**src/design/thn_pkg.sv**
```systemverilog
// types and constants of the two-hop neighbor block
// depends on nothing; used by thn_ctrl, thn_dp and the top level
package thn_pkg;

  // input actions
  localparam logic [1:0] ACT_TEXT  = 2'd0;
  localparam logic [1:0] ACT_EOT   = 2'd1;
  localparam logic [1:0] ACT_QUERY = 2'd2;

  // status codes
  localparam logic [2:0] ST_OK    = 3'd0;
  localparam logic [2:0] ST_RANGE = 3'd1;
  localparam logic [2:0] ST_VERTS = 3'd2;
  localparam logic [2:0] ST_EDGES = 3'd3;
  localparam logic [2:0] ST_QUERY = 3'd4;

  // text characters
  localparam logic [7:0] CH_ZERO = 8'h30;
  localparam logic [7:0] CH_NINE = 8'h39;
  localparam logic [7:0] CH_NL   = 8'h0A;
  localparam logic [7:0] CH_SP   = 8'h20;
  localparam logic [7:0] CH_NUL  = 8'h00;

  localparam logic [15:0] ACC_MAX = 16'hFFFF;

  typedef enum logic [3:0] {
    S_IDLE,
    S_EOT_CLOSE,
    S_EOT_DONE,
    S_Q_CHECK,
    S_Q_OUTER_SET,
    S_Q_OUTER,
    S_Q_NBR,
    S_Q_INNER_SET,
    S_Q_INNER,
    S_Q_MEMB,
    S_Q_FLUSH,
    S_Q_SCAN
  } state_t;

  // controller to datapath
  typedef struct packed {
    logic parse;
    logic eot_close;
    logic eot_finish;
    logic take_query;
    logic bad_emit;
    logic q_start;
    logic outer_set;
    logic outer_read;
    logic nbr_take;
    logic inner_set;
    logic inner_read;
    logic memb_take;
    logic emit_empty;
    logic scan_step;
  } cmd_t;

  // datapath to controller
  typedef struct packed {
    logic q_bad;
    logic j_more;
    logic k_more;
    logic mask_empty;
    logic scan_last;
    logic out_free;
  } sts_t;

endpackage

```
**src/design/thn_ctrl.sv**
```systemverilog
// sequencer of the two-hop neighbor block: load, end of text and query walk
// depends on thn_pkg
module thn_ctrl import thn_pkg::*; (
  input  logic       clk,
  input  logic       rst,
  input  logic       in_valid,
  input  logic [1:0] action,
  output logic       in_ready,
  input  sts_t       sts,
  output cmd_t       cmd
);

  state_t state, state_next;
  logic   accept;

  assign in_ready = (state == S_IDLE);
  assign accept   = in_valid && in_ready;

  // state register
  always_ff @(posedge clk) begin
    if (rst) begin
      state <= S_IDLE;
    end else begin
      state <= state_next;
    end
  end

  // next state
  always_comb begin
    state_next = state;
    unique case (state)
      S_IDLE: begin
        if (accept) begin
          unique case (action)
            ACT_EOT:   state_next = S_EOT_CLOSE;
            ACT_QUERY: state_next = S_Q_CHECK;
            default:   state_next = S_IDLE;
          endcase
        end
      end
      S_EOT_CLOSE:   state_next = S_EOT_DONE;
      S_EOT_DONE:    if (sts.out_free) state_next = S_IDLE;
      S_Q_CHECK: begin
        if (!sts.q_bad) state_next = S_Q_OUTER_SET;
        else if (sts.out_free) state_next = S_IDLE;
      end
      S_Q_OUTER_SET: state_next = S_Q_OUTER;
      S_Q_OUTER:     state_next = sts.j_more ? S_Q_NBR : S_Q_FLUSH;
      S_Q_NBR:       state_next = S_Q_INNER_SET;
      S_Q_INNER_SET: state_next = S_Q_INNER;
      S_Q_INNER:     state_next = sts.k_more ? S_Q_MEMB : S_Q_OUTER;
      S_Q_MEMB:      state_next = S_Q_INNER;
      S_Q_FLUSH: begin
        if (!sts.mask_empty) state_next = S_Q_SCAN;
        else if (sts.out_free) state_next = S_IDLE;
      end
      S_Q_SCAN:      if (sts.out_free && sts.scan_last) state_next = S_IDLE;
      default:       state_next = S_IDLE;
    endcase
  end

  // commands
  always_comb begin
    cmd            = '0;
    cmd.parse      = (state == S_IDLE) && accept && (action == ACT_TEXT);
    cmd.take_query = (state == S_IDLE) && accept && (action == ACT_QUERY);
    cmd.eot_close  = (state == S_EOT_CLOSE);
    cmd.eot_finish = (state == S_EOT_DONE) && sts.out_free;
    cmd.bad_emit   = (state == S_Q_CHECK) && sts.q_bad && sts.out_free;
    cmd.q_start    = (state == S_Q_CHECK) && !sts.q_bad;
    cmd.outer_set  = (state == S_Q_OUTER_SET);
    cmd.outer_read = (state == S_Q_OUTER) && sts.j_more;
    cmd.nbr_take   = (state == S_Q_NBR);
    cmd.inner_set  = (state == S_Q_INNER_SET);
    cmd.inner_read = (state == S_Q_INNER) && sts.k_more;
    cmd.memb_take  = (state == S_Q_MEMB);
    cmd.emit_empty = (state == S_Q_FLUSH) && sts.mask_empty && sts.out_free;
    cmd.scan_step  = (state == S_Q_SCAN) && sts.out_free;
  end

endmodule

```
**config.mk**
```make
export PLATFORM = sky130hd
export DESIGN_NAME = thn_ctrl
export DESIGN_NICKNAME = d
export VERILOG_FILES = /design/src/design/thn_pkg.sv /design/src/design/thn_ctrl.sv
export SDC_FILE = /design/constraint.sdc
export NUM_CORES = 1
export LEC_CHECK = 0
export ABC_AREA = 1
export BUFFER_PORTS_ARGS = -buffer_cell sky130_fd_sc_hd__buf_2
export CAP_MARGIN = 20
export CORE_MARGIN = 2
export CORE_UTILIZATION = 35
export DETAILED_ROUTE_END_ITERATION = 8
export HOLD_SLACK_MARGIN = 0.15
export PLACE_DENSITY = 0.65
export SYNTH_ARGS = -nofsm -noshare
export SYNTH_HDL_FRONTEND = slang
export SYNTH_SLANG_ARGS = --single-unit
```
**constraint.sdc**
```tcl
create_clock -name clk -period 1.6 [get_ports clk]
set_clock_uncertainty 0.2 [all_clocks]
set_input_delay 0.48 -clock clk [delete_from_list [all_inputs] [get_ports clk]]
set_output_delay 0.48 -clock clk [all_outputs]
set_load 0.01 [all_outputs]
```
==> Yosys cells after proc, flatten, opt, wreduce, memory -nomap -nowiden <==
Cells that the tools add are included.
{ "classes": {"n_eq_ne": 15, "n_mux": 9, "reduce_logical": 19} }
{ "op_table": {"columns": ["operator", "count"], "rows": [
  ["$pmux W4 S11", 1],
  ["$mux W4", 7],
  ["$eq A4 B3 Y1 const B", 4],
  ["$eq A4 B4 Y1 const B", 4],
  ["$logic_and A1 B1 Y1", 14],
  ["$eq A4 B2 Y1 const B", 2],
  ["$eq A4 B1 Y1 const B", 1],
  ["$logic_not A4 Y1", 1],
  ["$pmux W2 S2", 1],
  ["$eq A2 B1 Y1 const B", 1],
  ["$eq A2 B2 Y1 const B", 1],
  ["$logic_not A2 Y1", 1],
  ["$ne A2 B1 Y1 const B", 1],
  ["$ne A2 B2 Y1 const B", 1],
  ["$reduce_and A2 Y1", 1],
  ["$reduce_or A2 Y1", 1],
  ["$logic_not A1 Y1", 1]
]} }
{ "totals": {"reg_bits": 4, "input_bits": 11, "output_inout_bits": 15, "word_cells": 44} }

==> Logic depth before layout (Yosys ltp) <==
Gate-level depths: netlist of run 1.
{ "depth": {"depth_word": 4, "depth_mapped": 9, "mapped_depth_nobuf": 9} }

==> Least setup slack after synthesis of run 1 <==
OpenSTA, ideal clock, no wires.
{ "synth_path": {"kind": "input to output", "from": "input port sts[0] in the netlist's numbering", "to": "output port cmd[9] in the netlist's numbering", "arrival_ns": 1.004, "t_required_ns": 0.920, "path_slack_ns": -0.084, "path_stages": 2, "n_path_buf": 0, "cell_sequence": "inv_1 nor4_1"} }
{ "synth_lines": {"columns": ["item", "line", "rtl"], "rows": [
  ["start: declaration", "thn_ctrl.sv:9", "input sts_t sts,"],
  ["end: declaration", "thn_ctrl.sv:10", "output cmd_t cmd"]
]} }

==> impl_metrics.ini, run 1 <==
[global_route]
grt-ovfl-total = 0
grt_pass1_wl_mm = 2.48
grt_max_degree = 7
grt_pass1_vias = 593
antenna_found_initial = 0
grt_use_total = 0.223

[finish]
layout_commonest_cell = buf_2
regArea_sq_um = 95.1
layout-drive-gt1-share = 0.610
layout.nets = 151
fillers = 113
reg_top3 = state x4
area_growth_syn_to_layout_pct = 86.7
largest_reg_flops = 4
regMostFlops = state
multi_input_area_sq_um = 407
final_cell_mix = buf_2, nand2_1, buf_4
antenna-diode-count = 0

[run_status]
status = finished with violations
violations = negative setup slack

[detailed_routing]
wl_met1_um = 670
routed-wl-met2_um = 876
routed-via-count = 715
wl_per_cell_um = 11.1
dr.pass1.iters = 4
wirelength_mm = 1.67
antenna_left = 0
viasPerCell = 4.74
drc_errors = 0
wl_met3_um = 113
drtIter0Drc = 16
top_layer = met4

[setup_path]
cp-end-kind = output port
startpoint_type = flip-flop
cp.required_ps = 920
crit_fanout = 4
worstPathArrival_ps = 1160
crit_type = flip-flop to output port

[timing]
fin_crit_ps = 1840
slew_viol_final = 0
setup_viol = 15
hold_violations = 0
setup_ws_ps = -238
rsz0062_at_grt = yes
maxSlewHeadroom = 0.867
max_freq_mhz = 544
tightest_slew_ps = 199
hold_ws_ps = 246
fin_crit_sh = 1.15

[die]
io_pins = 26
num_rows = 13
core_region_area_sq_um = 1280
die_w_um = 41.1
dieHeight_um = 41.1
initial_utilization = 0.374
die_area_sq_um = 1690

[placement]
place_ws_ps = -146
io_buffer_count = 25
gp_congestion = 0.871
place_hpwl_mm = 1.16

[synth]
synth_seq_cells = 4
synth_cell_type_count = 19
avgSynthCellArea_sq_um = 5.40
netlist_area_sq_um = 480
syn_inst = 89
syn_nets = 102
yosysWarnings = 0
seq_area_frac_synth = 0.167

[cts]
htreeDepth = 1
clk_pin_slew_ps = 40
cts_buffers = 3
cts.path.max_buffers = 2
cts.sinks = 4
clk_latency_ps = 230
cts_hold_buf = 0
cts_root_buffer = clkbuf_4
cts_tree = done

[power_and_ir_drop]
worst_ir_drop_vdd_uv = 486
power.leakage_nw = 0.514
power_density_nw_per_um2 = 442

[min_path]
worstHoldPathType = primary input to flip-flop

[run]
drv_cap = 0
[through the flow]
stage	std cells	cell area, sq um	total power, mW	setup TNS (ps)	util
2_1_floorplan	89	489	0.187	0	-
3_3_place_gp	144	746	0.241	-673	0.580
3_5_place_dp	144	746	0.242	-922	0.580
4_1_cts	149	843	0.379	-2370	0.656
5_1_grt	151	897	0.427	-3480	0.698
6_report	151	897	0.396	-2510	0.698
[critical path, cell delays in order (launching register included)]
cell	delay, ps
dfxtp_4	360
inv_4	80
nand2_4	80
nor2_4	120
nand2_2	60
nor2_2	100
buf_2	130
[where the power goes]
part           total (mW)  internal [mW]  switching, mW
Clock               0.125         0.0839         0.0412
Combinational       0.155         0.0739         0.0815
Sequential          0.116          0.102         0.0135
[metal layers]
layer,vias to the layer above,GRT usage
met2,24,0.398
met1,317,0.262
met5,-,0
met4,0,0.0167
li1,372,-
met3,2,0.0761
[cell type report]
cell class / instances / area share
Inverter: 18 / 0.0837
Sequential cell: 4 / 0.106
Clock buffer: 3 / 0.0251
Tap cell: 15 / 0.0209
Multi-Input combinational cell: 67 / 0.453
Timing Repair Buffer: 44 / 0.311
[synth_stat cells]
library cell,instances,area share
a21oi_2,1,0.018
nor2_2,2,0.026
nor3_1,3,0.031
a21oi_1,2,0.021
inv_1,16,0.13
inv_2,2,0.016
o21ai_0,2,0.021
nor3_2,1,0.021
nand2_2,5,0.065
nor4_1,1,0.013
nor2_1,17,0.13
nand3_1,3,0.031
dfxtp_1,4,0.17
o21ai_2,1,0.018
a41oi_1,1,0.018
ha_1,2,0.052
nand2_1,24,0.19
nor2_4,1,0.023
nand4_1,1,0.013
[what timing repair did]
item,4_1_cts,5_1_grt
pin swaps,4,11
resized for setup,23,14
setup buffers,2,4
setup endpoints to repair,15,16
hold endpoints to repair,0,0
[worst paths after layout]
path,startpoint,endpoint,slack (ps),cells after the start
max,state[2]$_SDFFE_PP0P_,cmd[1],-240,6
min,rst,state[1]$_SDFFE_PP0P_,250,2
min reg2reg,state[0]$_SDFFE_PP0P_,state[1]$_SDFFE_PP0P_,490,3
max reg2reg,state[1]$_SDFFE_PP0P_,state[1]$_SDFFE_PP0P_,120,9
[kinds of logic after synthesis]
group	after synthesis	synth area share
AND/OR/NAND/NOR	58	0.544
buffers and inverters	18	0.141
AO/OA/AOI/OAI	7	0.0964
flip-flops	4	0.167
adder cells (fa/ha/maj)	2	0.0521
Power figures use the tool's default switching activity.
==> run 2, diff against run 1 <==
--- a/config.mk
+++ b/config.mk
@@ -15,2 +15,3 @@
 export PLACE_DENSITY = 0.65
+export SLEW_MARGIN = 15
 export SYNTH_ARGS = -nofsm -noshare
==> constraint.sdc (replaced) <==
create_clock -name clk -period 1.6 [get_ports clk]
set_clock_uncertainty 0.2 [all_clocks]
set_input_delay 0.32 -clock clk [delete_from_list [all_inputs] [get_ports clk]]
set_output_delay 0.32 -clock clk [all_outputs]
set_load 0.01 [all_outputs]
==> run 2 against run 1 <==
  * The flow still finishes with violations (negative setup slack)
  * Power is 1.5% lower
  * Wire length is 14% lower
  * Sequential cell count stayed put
  * First-iteration DRC count is 38% lower
  * Count of clock-buffer cells in the layout stayed put
  * Final cell count is 6.0% lower
  * Global-route usage is 2.3 points lower
  * Core utilization is 7.0 points lower
  * Sequential power hardly changed
  * Worst hold slack worse by 49 ps
  * Non-clock buffer count is 9 lower
  * Largest cell class unchanged
  * Highest routed layer is now met3
==> impl_metrics.ini, run 2 (synthesized netlist as in run 1, its figures left out) <==
[run]
drv_cap = 0

[timing]
fin_crit_sh = 1.05
hold_ws_ps = 196
slew_viol_final = 0
maxSlewHeadroom = 0.841
hold_violations = 0
max_freq_mhz = 598
tightest_slew_ps = 236
rsz0062_at_grt = yes
setup_viol = 7
setup_ws_ps = -73.0
fin_crit_ps = 1670

[die]
dieHeight_um = 41.1
num_rows = 13
die_area_sq_um = 1690
initial_utilization = 0.374
die_w_um = 41.1
io_pins = 26
core_region_area_sq_um = 1280

[min_path]
hold_end = state[2]$_SDFFE_PP0P_
whs_path_depth = 3
min_from = sts[4]
worstHoldPathType = primary input to flip-flop

[global_route]
grt_pass1_wl_mm = 2.24
grt_max_degree = 7
antenna_found_initial = 0
grt-ovfl-total = 0
grt_pass1_vias = 555
grt_use_total = 0.200

[finish]
final_cell_mix = buf_2, nand2_1, inv_1
reg_top3 = state x4
largest_reg_flops = 4
area_growth_syn_to_layout_pct = 68.0
regMostFlops = state
layout_commonest_cell = buf_2
final_core_util = 0.628
layout.nets = 142
antenna-diode-count = 0
final_cells = 142
layout-drive-gt1-share = 0.551

[placement]
gp_congestion = 0.768
place_hpwl_mm = 1.09
dp_cells = 130
io_buffer_count = 25

[cts]
cts_tree = done
cts.sinks = 4
cts_root_buffer = clkbuf_4
clk_latency_ps = 230
clk_pin_slew_ps = 40
cts_buffers = 3
htreeDepth = 1
cts.path.max_buffers = 2

[setup_path]
ff2ff_path_depth = 9
crit_family = flip-flops
crit_fanout = 6
worst_r2r_endpoint = state[0]$_SDFFE_PP0P_
startpoint_type = flip-flop
cpMaxStageDelayCell = dfxtp_4
path_buf_inv = 2
cp-end-kind = output port
rr_startpoint = state[0]$_SDFFE_PP0P_
cpMostUsedCell = nand2_2
worst_path_largest_cell_delay_ps = 370
crit_type = flip-flop to output port
crit_chain = nor2_4 > nand2_2 > inv_2 > nand2_2 > nor2_1 > buf_2
cp.required_ps = 1080
reg2reg_slack_ps = 90
worstPathArrival_ps = 1150

[detailed_routing]
drc_errors = 0
viasPerCell = 4.68
wirelength_mm = 1.43
wl_per_cell_um = 10.1
drtIter0Drc = 10
antenna_left = 0
dr.pass1.iters = 4
routed-via-count = 665

[run_status]
violations = negative setup slack
status = finished with violations

[power_and_ir_drop]
power.leakage_nw = 0.466
total_power_mw = 0.390
worst_ir_drop_vdd_uv = 319
power_density_nw_per_um2 = 484
## run 2: per-stage QoR
step                setup TNS (ps)  setup slack, ps  area [sq um]
global placement                 0             63.4           632
finish                        -215            -73.0           807
detailed placement               0             57.0           632
global route                 -1140             -142           807
CTS                           -208            -53.1           757
floorplan                        0              123           480
## run 2: routing by layer
| metal | wire (um) | track usage | vias to the layer above |
|---|---|---|---|
| li1 | - | - | 354 |
| met5 | 0 | 0 | - |
| met4 | 0 | 0 | 0 |
| met3 | 79 | 0.0489 | 0 |
| met2 | 745 | 0.359 | 24 |
| met1 | 602 | 0.250 | 287 |
## run 2: repair_timing
action,CTS,global route
buffers inserted,6,2
endpoints found under the hold margin,4,0
hold buffers,1,0
gates resized for setup,22,10
endpoints found under the setup margin,14,13
pin swaps,4,4
## run 2: where the power goes
part | total, mW | internal (mW) | switching (mW) | leakage (nW)
sequential | 0.115 | 0.102 | 0.0132 | 0.0355
clock | 0.121 | 0.0836 | 0.0375 | 0.0138
combinational | 0.154 | 0.0732 | 0.0806 | 0.417
total | 0.390 | 0.259 | 0.131 | 0.466
## run 2: worst max path at each step
stage | to | start | slack (ps) | cells past startpoint
after floorplan | cmd[9] | state[1]$_SDFFE_PP0P_ | 120 | 2
final | cmd[10] | state[0]$_SDFFE_PP0P_ | -70 | 6
after global placement | cmd[3] | state[3]$_SDFFE_PP0P_ | 60 | 5
after CTS | cmd[10] | state[1]$_SDFFE_PP0P_ | -50 | 6
after global routing | cmd[10] | state[0]$_SDFFE_PP0P_ | -140 | 6
after detailed placement | cmd[3] | state[3]$_SDFFE_PP0P_ | 60 | 5
## run 2: final cells by class
| cell class | instances | area [sq um] |
|---|---|---|
| fill | 122 | 478 |
| multi-input combinational | 67 | 392 |
| timing repair buffer | 35 | 209 |
| sequential | 4 | 95.1 |
| inverter | 18 | 70.1 |
| clock buffer | 3 | 22.5 |
| tap | 15 | 18.8 |
## run 2: worst min-delay path, cell delays in order
cell     delay (ps)
buf_2           100
nand2_1          70
a41oi_1          80
